--- config.mk ---
export PLATFORM = sky130hd
export DESIGN_NAME = fz_grade
export DESIGN_NICKNAME = d
export VERILOG_FILES = /design/src/rtl/fz_pkg.sv /design/src/rtl/fz_grade.sv
export SDC_FILE = /design/constraint.sdc
export NUM_CORES = 2
export LEC_CHECK = 0
export BUFFER_PORTS_ARGS = -buffer_cell sky130_fd_sc_hd__buf_2
export CAP_MARGIN = 10
export CORE_MARGIN = 8
export CORE_UTILIZATION = 40
export DETAILED_ROUTE_END_ITERATION = 8
export PLACE_DENSITY = 0.62
export SYNTH_ARGS = -nofsm -noshare
export SYNTH_HDL_FRONTEND = slang
export SYNTH_SLANG_ARGS = --single-unit
--- constraint.sdc ---
create_clock -name clock -period 5.55 [get_ports clock]
set_clock_uncertainty 0.1 [all_clocks]
set_input_delay 0 -clock clock [delete_from_list [all_inputs] [get_ports clock]]
set_output_delay 0 -clock clock [all_outputs]
set_load 0.01 [all_outputs]
--- src/rtl/fz_pkg.sv ---
// Package for the two-input fuzzy controller.
// Holds payload types, the membership shape record and register indexes.
// No dependencies.
package fz_pkg;

   localparam int DATA_W = 16;
   localparam int MEM_W  = 16;
   localparam int PROD_W = 32;
   localparam int SUM_W  = 33;
   localparam int WR_W   = 33;
   localparam int NUM_W  = 35;
   localparam int MAG_W  = 33;
   localparam int DEN_W  = 18;
   localparam int Q_W    = 16;
   localparam int ADDR_W = 6;
   localparam int CSR_W  = 64;

   localparam logic [MEM_W-1:0] MEM_ONE = 16'h8000;

   localparam logic [2:0] REG_UPPER    = 3'd0;
   localparam logic [2:0] REG_LOWER    = 3'd1;
   localparam logic [2:0] REG_RSLOPE   = 3'd2;
   localparam logic [2:0] REG_ROFFSET  = 3'd3;
   localparam logic [2:0] REG_FSLOPE   = 3'd4;
   localparam logic [2:0] REG_FOFFSET  = 3'd5;
   localparam logic [2:0] REG_RULES    = 3'd6;

   typedef struct packed {
      logic signed [DATA_W-1:0] error_value;
      logic signed [DATA_W-1:0] error_change;
   } req_type;

   typedef struct packed {
      logic signed [DATA_W-1:0] drive_value;
      logic                     zero_weight;
   } rsp_type;

   typedef struct packed {
      logic signed [DATA_W-1:0] upper_bound;
      logic signed [DATA_W-1:0] lower_bound;
      logic signed [DATA_W-1:0] rise_slope;
      logic signed [DATA_W-1:0] rise_offset;
      logic signed [DATA_W-1:0] fall_slope;
      logic signed [DATA_W-1:0] fall_offset;
   } shape_type;

endpackage

--- src/rtl/fz_grade.sv ---
// Two-stage membership grading of one input: rising and falling grades.
// Depends on fz_pkg.
module fz_grade
   import fz_pkg::*;
(
   input  logic                     clock,
   input  logic signed [DATA_W-1:0] x,
   input  shape_type                shape,
   output logic        [MEM_W-1:0]  rise,
   output logic        [MEM_W-1:0]  fall
);

   logic signed [PROD_W-1:0] rprod_ff, rprod_in, fprod_ff, fprod_in;
   logic                     gt_ff, gt_in, lt_ff, lt_in;
   logic        [MEM_W-1:0]  rise_ff, rise_in, fall_ff, fall_in;

   function automatic logic [MEM_W-1:0] lin_grade(input logic signed [PROD_W-1:0] prod,
                                                  input logic signed [DATA_W-1:0] off);
      logic signed [SUM_W-1:0] sum;
      begin
         sum = {prod[PROD_W-1], prod} + {{5{off[DATA_W-1]}}, off, 12'b0};
         if (sum <= 0)
            lin_grade = '0;
         else if (sum >= (SUM_W'(1) <<< 24))
            lin_grade = MEM_ONE;
         else
            lin_grade = {1'b0, sum[23:9]};
      end
   endfunction

   always_comb begin
      rprod_in = PROD_W'(shape.rise_slope) * PROD_W'(x);
      fprod_in = PROD_W'(shape.fall_slope) * PROD_W'(x);
      gt_in    = x > shape.upper_bound;
      lt_in    = x < shape.lower_bound;
   end

   always_comb begin
      if (gt_ff) begin
         rise_in = MEM_ONE;
         fall_in = '0;
      end else if (lt_ff) begin
         rise_in = '0;
         fall_in = MEM_ONE;
      end else begin
         rise_in = lin_grade(rprod_ff, shape.rise_offset);
         fall_in = lin_grade(fprod_ff, shape.fall_offset);
      end
   end

   always_ff @(posedge clock) begin
      rprod_ff <= rprod_in;
      fprod_ff <= fprod_in;
      gt_ff    <= gt_in;
      lt_ff    <= lt_in;
      rise_ff  <= rise_in;
      fall_ff  <= fall_in;
   end

   assign rise = rise_ff;
   assign fall = fall_ff;

endmodule

* Word-level counts from Yosys, hierarchy flattened
Cells that the tools add are included.
W data, S select, Z words.
** Storage, ports and cells
- Flip-flop bits (word level) :: 98
- Bits of input ports :: 113
- Output and inout port bits :: 32
- Logic and storage cells :: 26
** Operators by class
- Add/sub/neg operators :: 2
- $mul :: 2
- Magnitude comparators :: 6
- Multiplexer cells :: 6
- Reductions and logical operators :: 2
** Operators with widths (number)
- $mux W16 :: 6
- $add A32 B28 Y33 :: 2
- $ge A33 B26 Y1 const B :: 2
- $le A33 B1 Y1 const B :: 2
- $mul A16 B16 Y32 :: 2
- $gt A16 B16 Y1 :: 1
- $lt A16 B16 Y1 :: 1
- $reduce_or A4 Y1 :: 2

* Longest topological paths before layout
- Word-level depth :: 5
- Mapped depth :: 23
- Gate-level depth less buffers :: 21

* Worst setup path before layout
Ideal clock, no wire load.
- Path kind :: input -> register
- From :: in shape[31] (netlist name)
- To :: reg fprod_ff[31]
- Setup time :: 72 ps
- Data arrival time :: 5555 ps
- Slack :: -177 ps
- Stages :: 20
- Cell sequence :: clkbuf_1 -> nand2_1 -> inv_1 -> fa_1 -> fa_1 -> fa_1 -> fa_1 -> fa_1 -> inv_1 -> fa_1 -> inv_1 -> ha_1 -> a211oi_1 -> a22oi_1 -> a41oi_1 -> o21ai_0 -> a211oi_1 -> o31ai_1 -> a21oi_1 -> xnor2_1
** On the way
- Word-level cells in the longest chain between the ends :: 1
** Ends and longest elaborated chain
- start: declaration :: line fz_grade.sv:8 : input shape_type shape,
- $mul A16 B16 Y32 :: line fz_grade.sv:33 : fprod_in = PROD_W'(shape.fall_slope) * PROD_W'(x);
- named net fprod_in[31] :: line fz_grade.sv:13 : logic signed [PROD_W-1:0] rprod_ff, rprod_in, fprod_ff, fprod_in;
- end signal: assignment :: line fz_grade.sv:53 : fprod_ff <= fprod_in;
- end: declaration :: line fz_grade.sv:13
The timed path passes the listed nets, and every way through them passes these cells.
A chain may end at the register's enable or synchronous reset.

* Worst setup path in the final report
- From :: in x[3]
- To :: reg rprod_ff[30]
** On the way
- Word-level cells in the longest chain between the ends :: 1
** Ends and longest elaborated chain
- start: declaration :: line fz_grade.sv:7 : input logic signed [DATA_W-1:0] x,
- $mul A16 B16 Y32 :: line fz_grade.sv:32 : rprod_in = PROD_W'(shape.rise_slope) * PROD_W'(x);
- named net rprod_in[30] :: line fz_grade.sv:13
- end signal: assignment :: line fz_grade.sv:52 : rprod_ff <= rprod_in;
- end: declaration :: line fz_grade.sv:13
The timed path passes the listed nets, and every way through them passes these cells.

==> impl_metrics.tcl <==
set metrics [dict create \
    outcome "finished clean" \
    fin_crit_sh_pct 97.0 \
    grt_usage_pct 17.3 \
    maxSlewHeadroom_pct 23.4 \
    yosysWarnings 0 \
    avgSynthCellArea_um2 9.07 \
    async_reset_ff_share_pct 0 \
    clk_path_buf_depth 2 \
    clkSinkCount 89 \
    num_vias 18800 \
    finalMaxSlewViolations 0 \
    post-dp-hpwl_um 50700 \
    synth_edf_count 0 \
    grt_max_degree 27 \
    period_minus_slack_ns 5.39 \
    cp-start-kind "input port" \
    ys.flop_type "dfxtp_1" \
    r2r_setup_slack_ns 2.22 \
    crit-reg2reg-launch "rprod_ff[13]$_DFF_P_" \
    worst_ep_arrival_time_ns 5.55 \
    yosys.area.top_type "fa_1" \
    start_util_pct 40.2 \
    postRouteAntennaNets 0 \
    drcViolationCount 0 \
    floorplan.rows 91 \
    min-delay-start "shape[34]" \
    fp.dieW_um 264 \
    setup_violations 0 \
    crit_type "input port to flop" \
    h-tree-depth 3 \
    cts_tree "done" \
    place_area_mm2 0.0282 \
    drt-total-wl_um 57700 \
    stdcell_area_mm2 0.0289 \
    hold_path.class "input port to flop" \
    holdPathStages 4 \
    grt_first_pass_wirelength_um 99500 \
    drv_cap 0 \
    clock_latency_ns 0.38 \
    area_growth_syn_to_layout_pct 16.9 \
    vias_per_cell 4.86 \
    yosys_register_bits 89 \
    synth.net_count 3595 \
    synthCells 2721 \
    coreArea_mm2 0.0614 \
    cts_inserted_buffers 9 \
    min_to "rise[5]$_SDFF_PP0_" \
    cp-end-kind "flop" \
    layout-drive-gt1-share_pct 16.1 \
    fp.dieH_um 264 \
    antenna_found_initial 0 \
    critPathMaxFanout 18 \
    netlist_area_mm2 0.0247 \
    ys_seq_area_share_pct 7.22 \
    synth_area_leaders "fa_1 43%, ha_1 12%, inv_1 9.6%" \
    gr-total-overflow 0 \
    place.gp.congestion 0.872 \
    nFillCells 5926 \
    fin_nets 3943 \
    pin_count 145 \
    die_area_mm2 0.0699 \
    finalHoldViolCount 0 \
    first_pass_iters 8 \
    worstMarginPinSlew_ns 1.14 \
    fmax_mhz 186 \
    wire_per_inst_um 14.9 \
    cp.required_ns 5.72 \
    clk_pin_slew_ns 0.08 \
    regToRegEndpoint "rise[7]$_SDFF_PP0_" \
    cts_root_buffer "clkbuf_16" \
    synth.top_cell.area_share_pct 42.6 \
    reg2regPathDepth 9 \
    portBuffers 144 \
    rsz0062_at_grt "true" \
    synth_cell_types 81 \
    grt_pass1_vias 20000 \
    drt-initial-drc-count 884 \
]
-- metal layers --
layer,GRT usage (%),wire length (um),up-vias
met5,0,0,-
met3,2.02,2750,43
li1,-,-,9015
met2,28.4,27300,361
met1,24.2,26600,9357
met4,3.98,1050,0
-- how the worst max path moves through the flow --
stage / startpoint / to / slack (ns)
2_1_floorplan: shape[31] / fprod_ff[31]$_DFF_P_ / -0.05
3_3_place_gp: x[4] / fprod_ff[31]$_DFF_P_ / -0.43
3_5_place_dp: x[4] / rprod_ff[30]$_DFF_P_ / -0.50
4_1_cts: x[3] / rprod_ff[30]$_DFF_P_ / -0.01
5_1_grt: x[3] / rprod_ff[30]$_DFF_P_ / -0.03
6_report: x[3] / rprod_ff[30]$_DFF_P_ / 0.16
-- layout by cell type (no fill, tap or decap), drive strengths merged, types with 4 or more instances in the layout --
cell type    Yosys  routed
inv            634     637
fa             526     526
buf              8     414
nand2          285     285
and2           254     254
ha             235     235
dfxtp           89      89
a21oi           82      82
nor2            79      79
o21ai           58      58
xnor2           56      56
a21o            38      38
nor3            33      33
xor2            25      25
a211oi          20      20
clkbuf          85      17
o21a            16      16
nand3           16      16
nand4           15      15
nand2b          14      14
o211ai          13      13
o21bai          11      11
nor2b           11      11
a31oi            9       9
dlygate4sd3      0       8
and3             8       8
a21boi           8       8
nor4             7       7
a211o            6       6
o31a             6       6
nor3b            6       6
a2111oi          6       6
a221oi           5       5
nand3b           4       4
mux2i            4       4
or3              4       4
nor4b            4       4
-- cells by family (layout without fill, tap and decap cells) --
| group | Yosys count | count (layout) | share of synthesized area, % |
|---|---|---|---|
| compound gates | 308 | 308 | 8.45 |
| xor+xnor | 81 | 81 | 2.87 |
| fa+ha+maj | 761 | 761 | 54.6 |
| buf+inv | 728 | 1081 | 11.1 |
| flops | 89 | 89 | 7.22 |
| mux | 4 | 4 | 0.162 |
| other cells | 0 | 1 | 0 |
| simple gates | 750 | 750 | 15.6 |
-- worst max-delay path, cell delays in order --
cell	delay, ns
clkbuf_4	0.18
buf_12	0.18
and2_1	0.15
fa_2	0.64
fa_1	0.47
fa_1	0.49
fa_1	0.50
fa_1	0.50
inv_1	0.05
fa_1	0.47
inv_1	0.04
ha_1	0.30
nand4_1	0.10
buf_4	0.15
a311oi_1	0.05
a21oi_1	0.23
nand4b_1	0.25
and3_4	0.26
o31a_1	0.28
o31a_1	0.23
-- registers in the layout (all words and copies together) (netlist names) --
name / cells
fall: 16
fprod_ff: 32
gt_ff: 1
lt_ff: 1
rise: 16
rprod_ff: 23
-- Yosys cell counts (10+ instances only) --
master / count
inv_1: 633
fa_1: 526
nand2_1: 285
and2_1: 253
ha_1: 235
dfxtp_1: 89
clkbuf_1: 85
a21oi_1: 82
nor2_1: 79
xnor2_1: 56
o21ai_0: 55
a21o_1: 38
nor3_1: 29
xor2_1: 25
a211oi_1: 19
nand3_1: 16
o21a_1: 16
nand2b_1: 14
o211ai_1: 13
nand4_1: 12
o21bai_1: 11
nor2b_1: 10
-- what timing repair did --
action	in CTS	in global routing
buffers inserted	0	5
resized for setup	4	53
endpoints found under the setup margin	3	14
pin swaps	0	23
hold buffers	8	0
endpoints found under the hold margin	7	0
-- through the flow --
| step | setup slack (ns) | instances | util [%] | hold slack [ns] | TNS [ns] |
|---|---|---|---|---|---|
| 3_3_place_gp | -0.426 | 3835 | 46.0 | 0.244 | -4.24 |
| 2_1_floorplan | -0.0464 | 2721 | - | 0.0217 | -0.0464 |
| 3_5_place_dp | -0.500 | 3835 | 46.0 | 0.248 | -5.52 |
| 6_report | 0.164 | 3865 | 47.0 | 0.0282 | 0 |
| 4_1_cts | -0.0119 | 3859 | 46.6 | 0.0146 | -0.0119 |
| 5_1_grt | -0.0317 | 3864 | 47.0 | 0.0480 | -0.0640 |
-- layout make-up --
cell class	count	area (um^2)	area share (%)
Inverter	635	2380	8.26
Tap cell	790	988	3.42
Sequential cell	89	1780	6.17
Clock buffer	9	225	0.780
Timing Repair Buffer	430	3060	10.6
Antenna cell	1	2.50	0.00867
Multi-Input combinational cell	1904	20400	70.5
Clock inverter	7	62.6	0.217
Power is left out: the tool's default activity adds up to more than one toggle a clock period on the data nets, which glitch-free logic cannot reach.
