## src/rtl/fz_pkg.sv

```systemverilog
// Package for the two-input fuzzy controller.
// Holds payload types, the membership shape record and register indexes.
// No dependencies.
package fz_pkg;

   localparam int DATA_W = 16;
   localparam int MEM_W  = 16;
   localparam int PROD_W = 32;
   localparam int SUM_W  = 33;
   localparam int WR_W   = 33;
   localparam int NUM_W  = 35;
   localparam int MAG_W  = 33;
   localparam int DEN_W  = 18;
   localparam int Q_W    = 16;
   localparam int ADDR_W = 6;
   localparam int CSR_W  = 64;

   localparam logic [MEM_W-1:0] MEM_ONE = 16'h8000;

   localparam logic [2:0] REG_UPPER    = 3'd0;
   localparam logic [2:0] REG_LOWER    = 3'd1;
   localparam logic [2:0] REG_RSLOPE   = 3'd2;
   localparam logic [2:0] REG_ROFFSET  = 3'd3;
   localparam logic [2:0] REG_FSLOPE   = 3'd4;
   localparam logic [2:0] REG_FOFFSET  = 3'd5;
   localparam logic [2:0] REG_RULES    = 3'd6;

   typedef struct packed {
      logic signed [DATA_W-1:0] error_value;
      logic signed [DATA_W-1:0] error_change;
   } req_type;

   typedef struct packed {
      logic signed [DATA_W-1:0] drive_value;
      logic                     zero_weight;
   } rsp_type;

   typedef struct packed {
      logic signed [DATA_W-1:0] upper_bound;
      logic signed [DATA_W-1:0] lower_bound;
      logic signed [DATA_W-1:0] rise_slope;
      logic signed [DATA_W-1:0] rise_offset;
      logic signed [DATA_W-1:0] fall_slope;
      logic signed [DATA_W-1:0] fall_offset;
   } shape_type;

endpackage

```

## src/rtl/fz_div.sv

```systemverilog
// Pipelined restoring divider, one quotient bit per stage, sign and zero fixup.
// Depends on fz_pkg.
module fz_div
   import fz_pkg::*;
(
   input  logic             clock,
   input  logic             reset,
   input  logic             in_valid,
   input  logic [MAG_W-1:0] mag,
   input  logic [DEN_W-1:0] den,
   input  logic             neg,
   input  logic             zero,
   output logic             out_valid,
   output rsp_type          result
);

   logic [MAG_W-1:0] rem_ff  [1:Q_W];
   logic [DEN_W-1:0] den_ff  [1:Q_W];
   logic [Q_W-1:0]   q_ff    [1:Q_W];
   logic             neg_ff  [1:Q_W];
   logic             zero_ff [1:Q_W];
   logic             v_ff    [1:Q_W];

   logic [MAG_W-1:0] rem_cur [0:Q_W-1];
   logic [DEN_W-1:0] den_cur [0:Q_W-1];
   logic [Q_W-1:0]   q_cur   [0:Q_W-1];
   logic             neg_cur [0:Q_W-1];
   logic             zero_cur[0:Q_W-1];
   logic             v_cur   [0:Q_W-1];
   logic [MAG_W-1:0] rem_in  [0:Q_W-1];
   logic [Q_W-1:0]   q_in    [0:Q_W-1];

   rsp_type          rsp_ff, rsp_in;
   logic             valid_ff;
   logic [Q_W-1:0]   qneg;

   always_comb begin
      rem_cur[0]  = mag;
      den_cur[0]  = den;
      q_cur[0]    = '0;
      neg_cur[0]  = neg;
      zero_cur[0] = zero;
      v_cur[0]    = in_valid;
      for (int j = 1; j < Q_W; j++) begin
         rem_cur[j]  = rem_ff[j];
         den_cur[j]  = den_ff[j];
         q_cur[j]    = q_ff[j];
         neg_cur[j]  = neg_ff[j];
         zero_cur[j] = zero_ff[j];
         v_cur[j]    = v_ff[j];
      end
   end

   always_comb begin
      for (int j = 0; j < Q_W; j++) begin
         logic [MAG_W:0] dsh;
         logic [MAG_W:0] diff;
         dsh  = {{(MAG_W+1-DEN_W){1'b0}}, den_cur[j]} << (Q_W - 1 - j);
         diff = {1'b0, rem_cur[j]} - dsh;
         if (!diff[MAG_W]) begin
            rem_in[j] = diff[MAG_W-1:0];
            q_in[j]   = {q_cur[j][Q_W-2:0], 1'b1};
         end else begin
            rem_in[j] = rem_cur[j];
            q_in[j]   = {q_cur[j][Q_W-2:0], 1'b0};
         end
      end
   end

   always_ff @(posedge clock) begin
      for (int j = 0; j < Q_W; j++) begin
         rem_ff[j+1]  <= rem_in[j];
         den_ff[j+1]  <= den_cur[j];
         q_ff[j+1]    <= q_in[j];
         neg_ff[j+1]  <= neg_cur[j];
         zero_ff[j+1] <= zero_cur[j];
      end
   end

   always_ff @(posedge clock) begin
      if (reset) begin
         for (int j = 1; j <= Q_W; j++) v_ff[j] <= 1'b0;
         valid_ff <= 1'b0;
      end else begin
         for (int j = 0; j < Q_W; j++) v_ff[j+1] <= v_cur[j];
         valid_ff <= v_ff[Q_W];
      end
   end

   always_comb begin
      qneg = -q_ff[Q_W];
      rsp_in.zero_weight = zero_ff[Q_W];
      if (zero_ff[Q_W])
         rsp_in.drive_value = '0;
      else if (neg_ff[Q_W])
         rsp_in.drive_value = qneg;
      else
         rsp_in.drive_value = q_ff[Q_W];
   end

   always_ff @(posedge clock) begin
      rsp_ff <= rsp_in;
   end

   assign out_valid = valid_ff;
   assign result    = rsp_ff;

endmodule

```

## config.mk

```make
export PLATFORM = sky130hd
export DESIGN_NAME = fz_div
export DESIGN_NICKNAME = d
export VERILOG_FILES = /design/src/rtl/fz_pkg.sv /design/src/rtl/fz_div.sv
export SDC_FILE = /design/constraint.sdc
export NUM_CORES = 2
export LEC_CHECK = 0
export BUFFER_PORTS_ARGS = -buffer_cell sky130_fd_sc_hd__buf_2
export CORE_MARGIN = 1.5
export CORE_UTILIZATION = 50
export CTS_CLUSTER_DIAMETER = 60
export DETAILED_ROUTE_END_ITERATION = 6
export PLACE_DENSITY_LB_ADDON = 0.05
export SYNTH_ARGS = -nofsm -noshare
export SYNTH_HDL_FRONTEND = slang
export SYNTH_SLANG_ARGS = --single-unit
```

## constraint.sdc

```tcl
create_clock -name clock -period 4.1 [get_ports clock]
set_input_delay 0.82 -clock clock [delete_from_list [all_inputs] [get_ports clock]]
set_output_delay 0.82 -clock clock [all_outputs]
set_load 0.01 [all_outputs]
```

# Word level (Yosys, flattened, before mapping)

Memory sizes are Yosys's and may differ from the RTL's. A register that Yosys moved wholly into a read port is not among the register bits.
Cells that the tools add are included.

ROM bits: 0
Input bits: 56
RAM bits: 1120
Bits in registers: 17
Output and inout bits: 18
Memories kept: 6
Bits in latches: 0
Logic and storage cells: 93

Divide/modulo/power cells: 0
Multiplexer cells: 52
Add/sub/neg operators: 17
Bitwise gates (word level): 16
Shift-type cells: 0
Multipliers: 0
Equality and inequality tests: 0
Magnitude comparators: 0
Reduce and logical (&&, ||, !) cells: 0

Memories:

| name    | depth | bits a word | rd ports | clocked after Yosys merged registers in | write ports | RTL line     | source |
|---|---|---|---|---|---|---|---|
| rem_ff  | 16    | 33          | 15       | 0                                       | 16          | fz_div.sv:17 | `logic [MAG_W-1:0] rem_ff [1:Q_W];` |
| den_ff  | 16    | 18          | 15       | 0                                       | 16          | fz_div.sv:18 | `logic [DEN_W-1:0] den_ff [1:Q_W];` |
| q_ff    | 16    | 16          | 16       | 0                                       | 16          | fz_div.sv:19 | `logic [Q_W-1:0] q_ff [1:Q_W];` |
| neg_ff  | 16    | 1           | 16       | 0                                       | 16          | fz_div.sv:20 | `logic neg_ff [1:Q_W];` |
| v_ff    | 16    | 1           | 16       | 1                                       | 16          | fz_div.sv:22 | `logic v_ff [1:Q_W];` |
| zero_ff | 16    | 1           | 16       | 0                                       | 16          | fz_div.sv:21 | `logic zero_ff [1:Q_W];` |

Operators by type and width:

| cell                         | number |
|---|---|
| two-way mux 33 bit           | 16 |
| two-way mux 1 bit            | 35 |
| subtractor 33 x 18 -> 34 bit | 1 |
| subtractor 33 x 19 -> 34 bit | 1 |
| subtractor 33 x 20 -> 34 bit | 1 |
| subtractor 33 x 21 -> 34 bit | 1 |
| subtractor 33 x 22 -> 34 bit | 1 |
| subtractor 33 x 23 -> 34 bit | 1 |
| subtractor 33 x 24 -> 34 bit | 1 |
| subtractor 33 x 25 -> 34 bit | 1 |
| subtractor 33 x 26 -> 34 bit | 1 |
| subtractor 33 x 27 -> 34 bit | 1 |
| subtractor 33 x 28 -> 34 bit | 1 |
| subtractor 33 x 29 -> 34 bit | 1 |
| subtractor 33 x 30 -> 34 bit | 1 |
| subtractor 33 x 31 -> 34 bit | 1 |
| subtractor 33 x 32 -> 34 bit | 1 |
| subtractor 33 x 33 -> 34 bit | 1 |
| two-way mux 16 bit           | 1 |
| negator 16 bit               | 1 |
| bitwise OR 1 bit             | 16 |

# Longest topological paths before layout

Depth after elaboration: 3
Gate-level depth with buffers: 15
Mapped depth without buffers: 13

# Worst setup path after synthesis

Ideal clock, no wire load.

Path kind: input-to-reg
Start: input port mag[15]
End: register, netlist name rem_ff[0][59]
Data arrival time: 3.360 ns
Required time: 3.979 ns
Path slack: 0.619 ns
Stages: 13
Setup time: 0.121 ns
Path buffers: 1
Cells stage by stage: inv_1 > ha_1 > inv_1 > fa_1 > a211oi_1 > o21a_1 > o211ai_1 > a31oi_1 > a21oi_1 > and3_1 > a31oi_1 > buf_2 > mux2_2

RTL lines:

| element         | RTL line    | source |
|---|---|---|
| start, declared | fz_div.sv:9 | `input logic [MAG_W-1:0] mag,` |

==> results.py <==
metrics = {
    "status": {
        "outcome": "completed",
    },
    "clocking": {
        "cts_max_level": 3,
        "cts_tree": "yes",
        "path_clk_slew_ns": 0.06,
        "post_cts_buffers": 0,
        "cts_root_buf": "clkbuf_16",
        "clockBufferDepth": 3,
        "holdBufCountCts": 0,
        "clkLatencyLatePin_ns": 0.68,
        "cts_buffers": 98,
        "cts_repair_resize_count": 0,
        "clock_sinks": 967,
    },
    "hold_path": {
        "hold_path.class": "input pin to register",
        "hold_depth": 1,
        "holdPathEnd": "rem_ff[0][45]$_DFF_P_",
        "hp-start": "mag[12]",
    },
    "pwr": {
        "p_switching_w": 0.0121,
        "powerDensity_nw_per_um2": 813,
        "pwr-share-comb_pct": 35.7,
        "power.share.sequential_pct": 38.5,
        "finalPower_w": 0.0354,
        "switching_share_pct": 34.3,
        "vdd_drop_max_v": 0.000428,
        "leakage_nw": 19.6,
        "power.share.clock_pct": 25.8,
        "cellInternalPower_w": 0.0232,
    },
    "drt": {
        "drt_iter0_drc": 1265,
        "wl_per_cell_um": 14.2,
        "first_pass_iters": 5,
        "postRouteAntennaNets": 0,
        "routed_wirelength_mm": 73.4,
        "drc": 0,
        "vias": 25739,
        "vias_per_cell": 4.98,
    },
    "finish": {
        "syn_to_final_growth_pct": 13.1,
        "nets": 4419,
        "n_antenna_cell": 0,
        "nFillCells": 6821,
        "multiInputGateArea_um2": 17400,
        "drive_above_1_share_pct": 8.70,
        "ff_latch_area_um2": 19400,
        "final_area_um2": 43500,
        "final_cells": 5166,
    },
    "floorplan": {
        "die_h_um": 280,
        "io_pins": 74,
        "rows": 101,
        "die_area_um2": 78600,
        "initial_core_util_pct": 50.5,
        "core_area_um2": 76100,
        "die_x_um": 280,
    },
    "setup_path": {
        "r2r-start": "rem_ff[0][303]$_DFF_P_",
        "cp.arrival_ns": 4.10,
        "rrSetupSlack_ns": 0.57,
        "reg2reg_to": "rem_ff[0][360]$_DFF_P_",
        "crit_fanout": 5,
        "cp-end-kind": "register",
        "r2r_cells": 13,
        "critPathKind": "register to register",
        "worstPathRequired_ns": 4.67,
        "critPathLaunchType": "register",
    },
    "place": {
        "gp_congestion": 0.892,
        "placed_cell_area_um2": 40000,
        "dpl.hpwl_mm": 56.3,
        "dp_cells": 4990,
        "port_buffers": 73,
    },
    "grt": {
        "antenna_found_initial": 2,
        "grt_use_total_pct": 18.9,
        "grt_max_degree": 38,
        "grt-ovfl-total": 0,
        "grt_pass1_vias": 25028,
        "grt_pass1_wl_mm": 122,
    },
    "synth": {
        "netlist_top_cells_count": "dfxtp_1 (967), inv_1 (376), nand2_1 (301)",
        "yosysWarnings": 0,
        "synthArstFlopShare_pct": 0,
        "synth_top_area_share_pct": 50.3,
        "synth_ff_type": "dfxtp_1",
        "ys_ff_latch": 967,
        "yosysSeqAreaShare_pct": 50.3,
        "synth.largest_area_cell": "dfxtp_1",
        "yosysMostFrequentCell": "dfxtp_1",
        "synthDistinctLibCells": 91,
        "synth_area_leaders": "dfxtp_1 (50%), ha_1 (9.4%), o21ai_0 (3.8%), xnor2_1 (3.7%), inv_1 (3.7%)",
        "synth.avg_cell_area_um2": 9.78,
        "syn_area_um2": 38400,
        "synthCells": 3933,
        "synthesis.nets": 4292,
        "synth-edff-count": 0,
    },
    "timing": {
        "max_freq_ghz": 0.283,
        "relSlewSlack_pct": 32.8,
        "setup_viol": 0,
        "hold_viol": 0,
        "final-max-slew-violation-count": 0,
        "min_period_ns": 3.53,
        "worstMarginPinSlew_ns": 0.983,
        "grt_setup_unrepaired": "false",
        "min_period_over_period_pct": 86.2,
        "clock_skew_ns": 0.0425,
        "tns_ns": 0,
    },
    "flow_run": {
        "maxCapViolations": 0,
    },
}
-- layout make-up --
class / instances / share of cell area [%]
clock inverter: 41 / 1.41
timing repair buffer: 96 / 1.29
tap: 1030 / 2.96
multi-input combinational: 2520 / 40.0
clock buffer: 135 / 6.51
inverter: 377 / 3.25
sequential: 967 / 44.5
-- registers in the layout, summed over array words and instances, names as in the netlist --
register and flops:
rem_ff 495, den_ff 270, q_ff 136, result 17
neg_ff 16, v_ff 16, zero_ff 16, out_valid 1
-- worst max-delay path, cell delays in order, from the launching register on --
cell and delay (ns):
dfxtp_1 0.31, inv_1 0.05, ha_1 0.15, inv_1 0.05, fa_1 0.41, a211o_1 0.35
a2111oi_1 0.56, o21ai_0 0.28, a21oi_1 0.29, o21ai_0 0.18, o21ai_1 0.25, nand3_1 0.21
nor2_1 0.17, xor2_1 0.17
-- through the flow --
stage | util [%] | setup slack [ns] | hold slack [ns]
after floorplan | - | 0.619 | 0.310
after global placement | 52.6 | 0.248 | 0.310
after detailed placement | 52.6 | 0.224 | 0.312
after CTS | 57.2 | 0.615 | 0.200
after global routing | 57.2 | 0.232 | 0.205
final | 57.2 | 0.568 | 0.240
-- cells by family after synthesis --
logic type      Yosys count  synth area share, %
flops                   967                 50.3
simple gates            957                 12.0
compound gates          897                 14.4
buf+inv                 446                 4.46
fa+ha+maj               303                 10.2
xor+xnor                300                 6.83
mux                      63                 1.83
-- placed cells by master, fill, tap and decap left out, types with 17 or more instances in the layout --
cell       netlist  final
nor3_1          59     59
xor2_1         136    136
ha_1           288    288
and3_1          21     21
o21ai_0        289    289
mux2_2          58     58
clkbuf_16        0     98
nand2b_1        69     69
buf_2           23     73
xnor2_1        164    164
clkinv_2         0     17
nand3_1         51     51
nor2b_1         51     51
a211oi_1        22     22
a21o_1          93     93
or3_1           46     46
clkbuf_8         0     24
o21a_1          31     31
buf_4            1     21
a21oi_1        249    248
nor2_1         238    237
o21bai_1        20     20
inv_1          376    376
o31ai_1         30     30
nor4_1          24     24
nand2_1        301    301
dfxtp_1        967    967
a31oi_1         27     25
nand4_1         23     23
-- power groups by stage --
stage / Combinational, W / Sequential [W] / Clock, W
2_1_floorplan: 0.0103 / 0.0131 / 0
3_3_place_gp: 0.0125 / 0.0138 / 0
3_5_place_dp: 0.0126 / 0.0138 / 0
4_1_cts: 0.0127 / 0.0136 / 0.00938
5_1_grt: 0.0144 / 0.0139 / 0.00980
6_report: 0.0126 / 0.0136 / 0.00912
-- routing by layer --
metal  share of wire (%)  vias to the layer above  global-route usage, %
met5                   0                        -                      0
met4                 2.5                        0                   5.88
met3                 2.8                      136                   2.92
met2                  48                      313                   33.1
met1                  47                    11633                   23.7
li1                    -                    13657                      -
-- how the worst max path moves through the flow --
stage / from / slack, ns / depth (start not counted) / to
floorplan: mag[15] / 0.62 / 13 / rem_ff[0][59]$_DFF_P_
global placement: mag[15] / 0.25 / 14 / rem_ff[0][49]$_DFF_P_
detailed placement: mag[15] / 0.22 / 14 / rem_ff[0][49]$_DFF_P_
CTS: rem_ff[0][463]$_DFF_P_ / 0.62 / 12 / rem_ff[0][511]$_DFF_P_
global route: rem_ff[0][79]$_DFF_P_ / 0.23 / 13 / rem_ff[0][121]$_DFF_P_
finish: rem_ff[0][303]$_DFF_P_ / 0.57 / 13 / rem_ff[0][360]$_DFF_P_
Power figures use the tool's default switching activity.
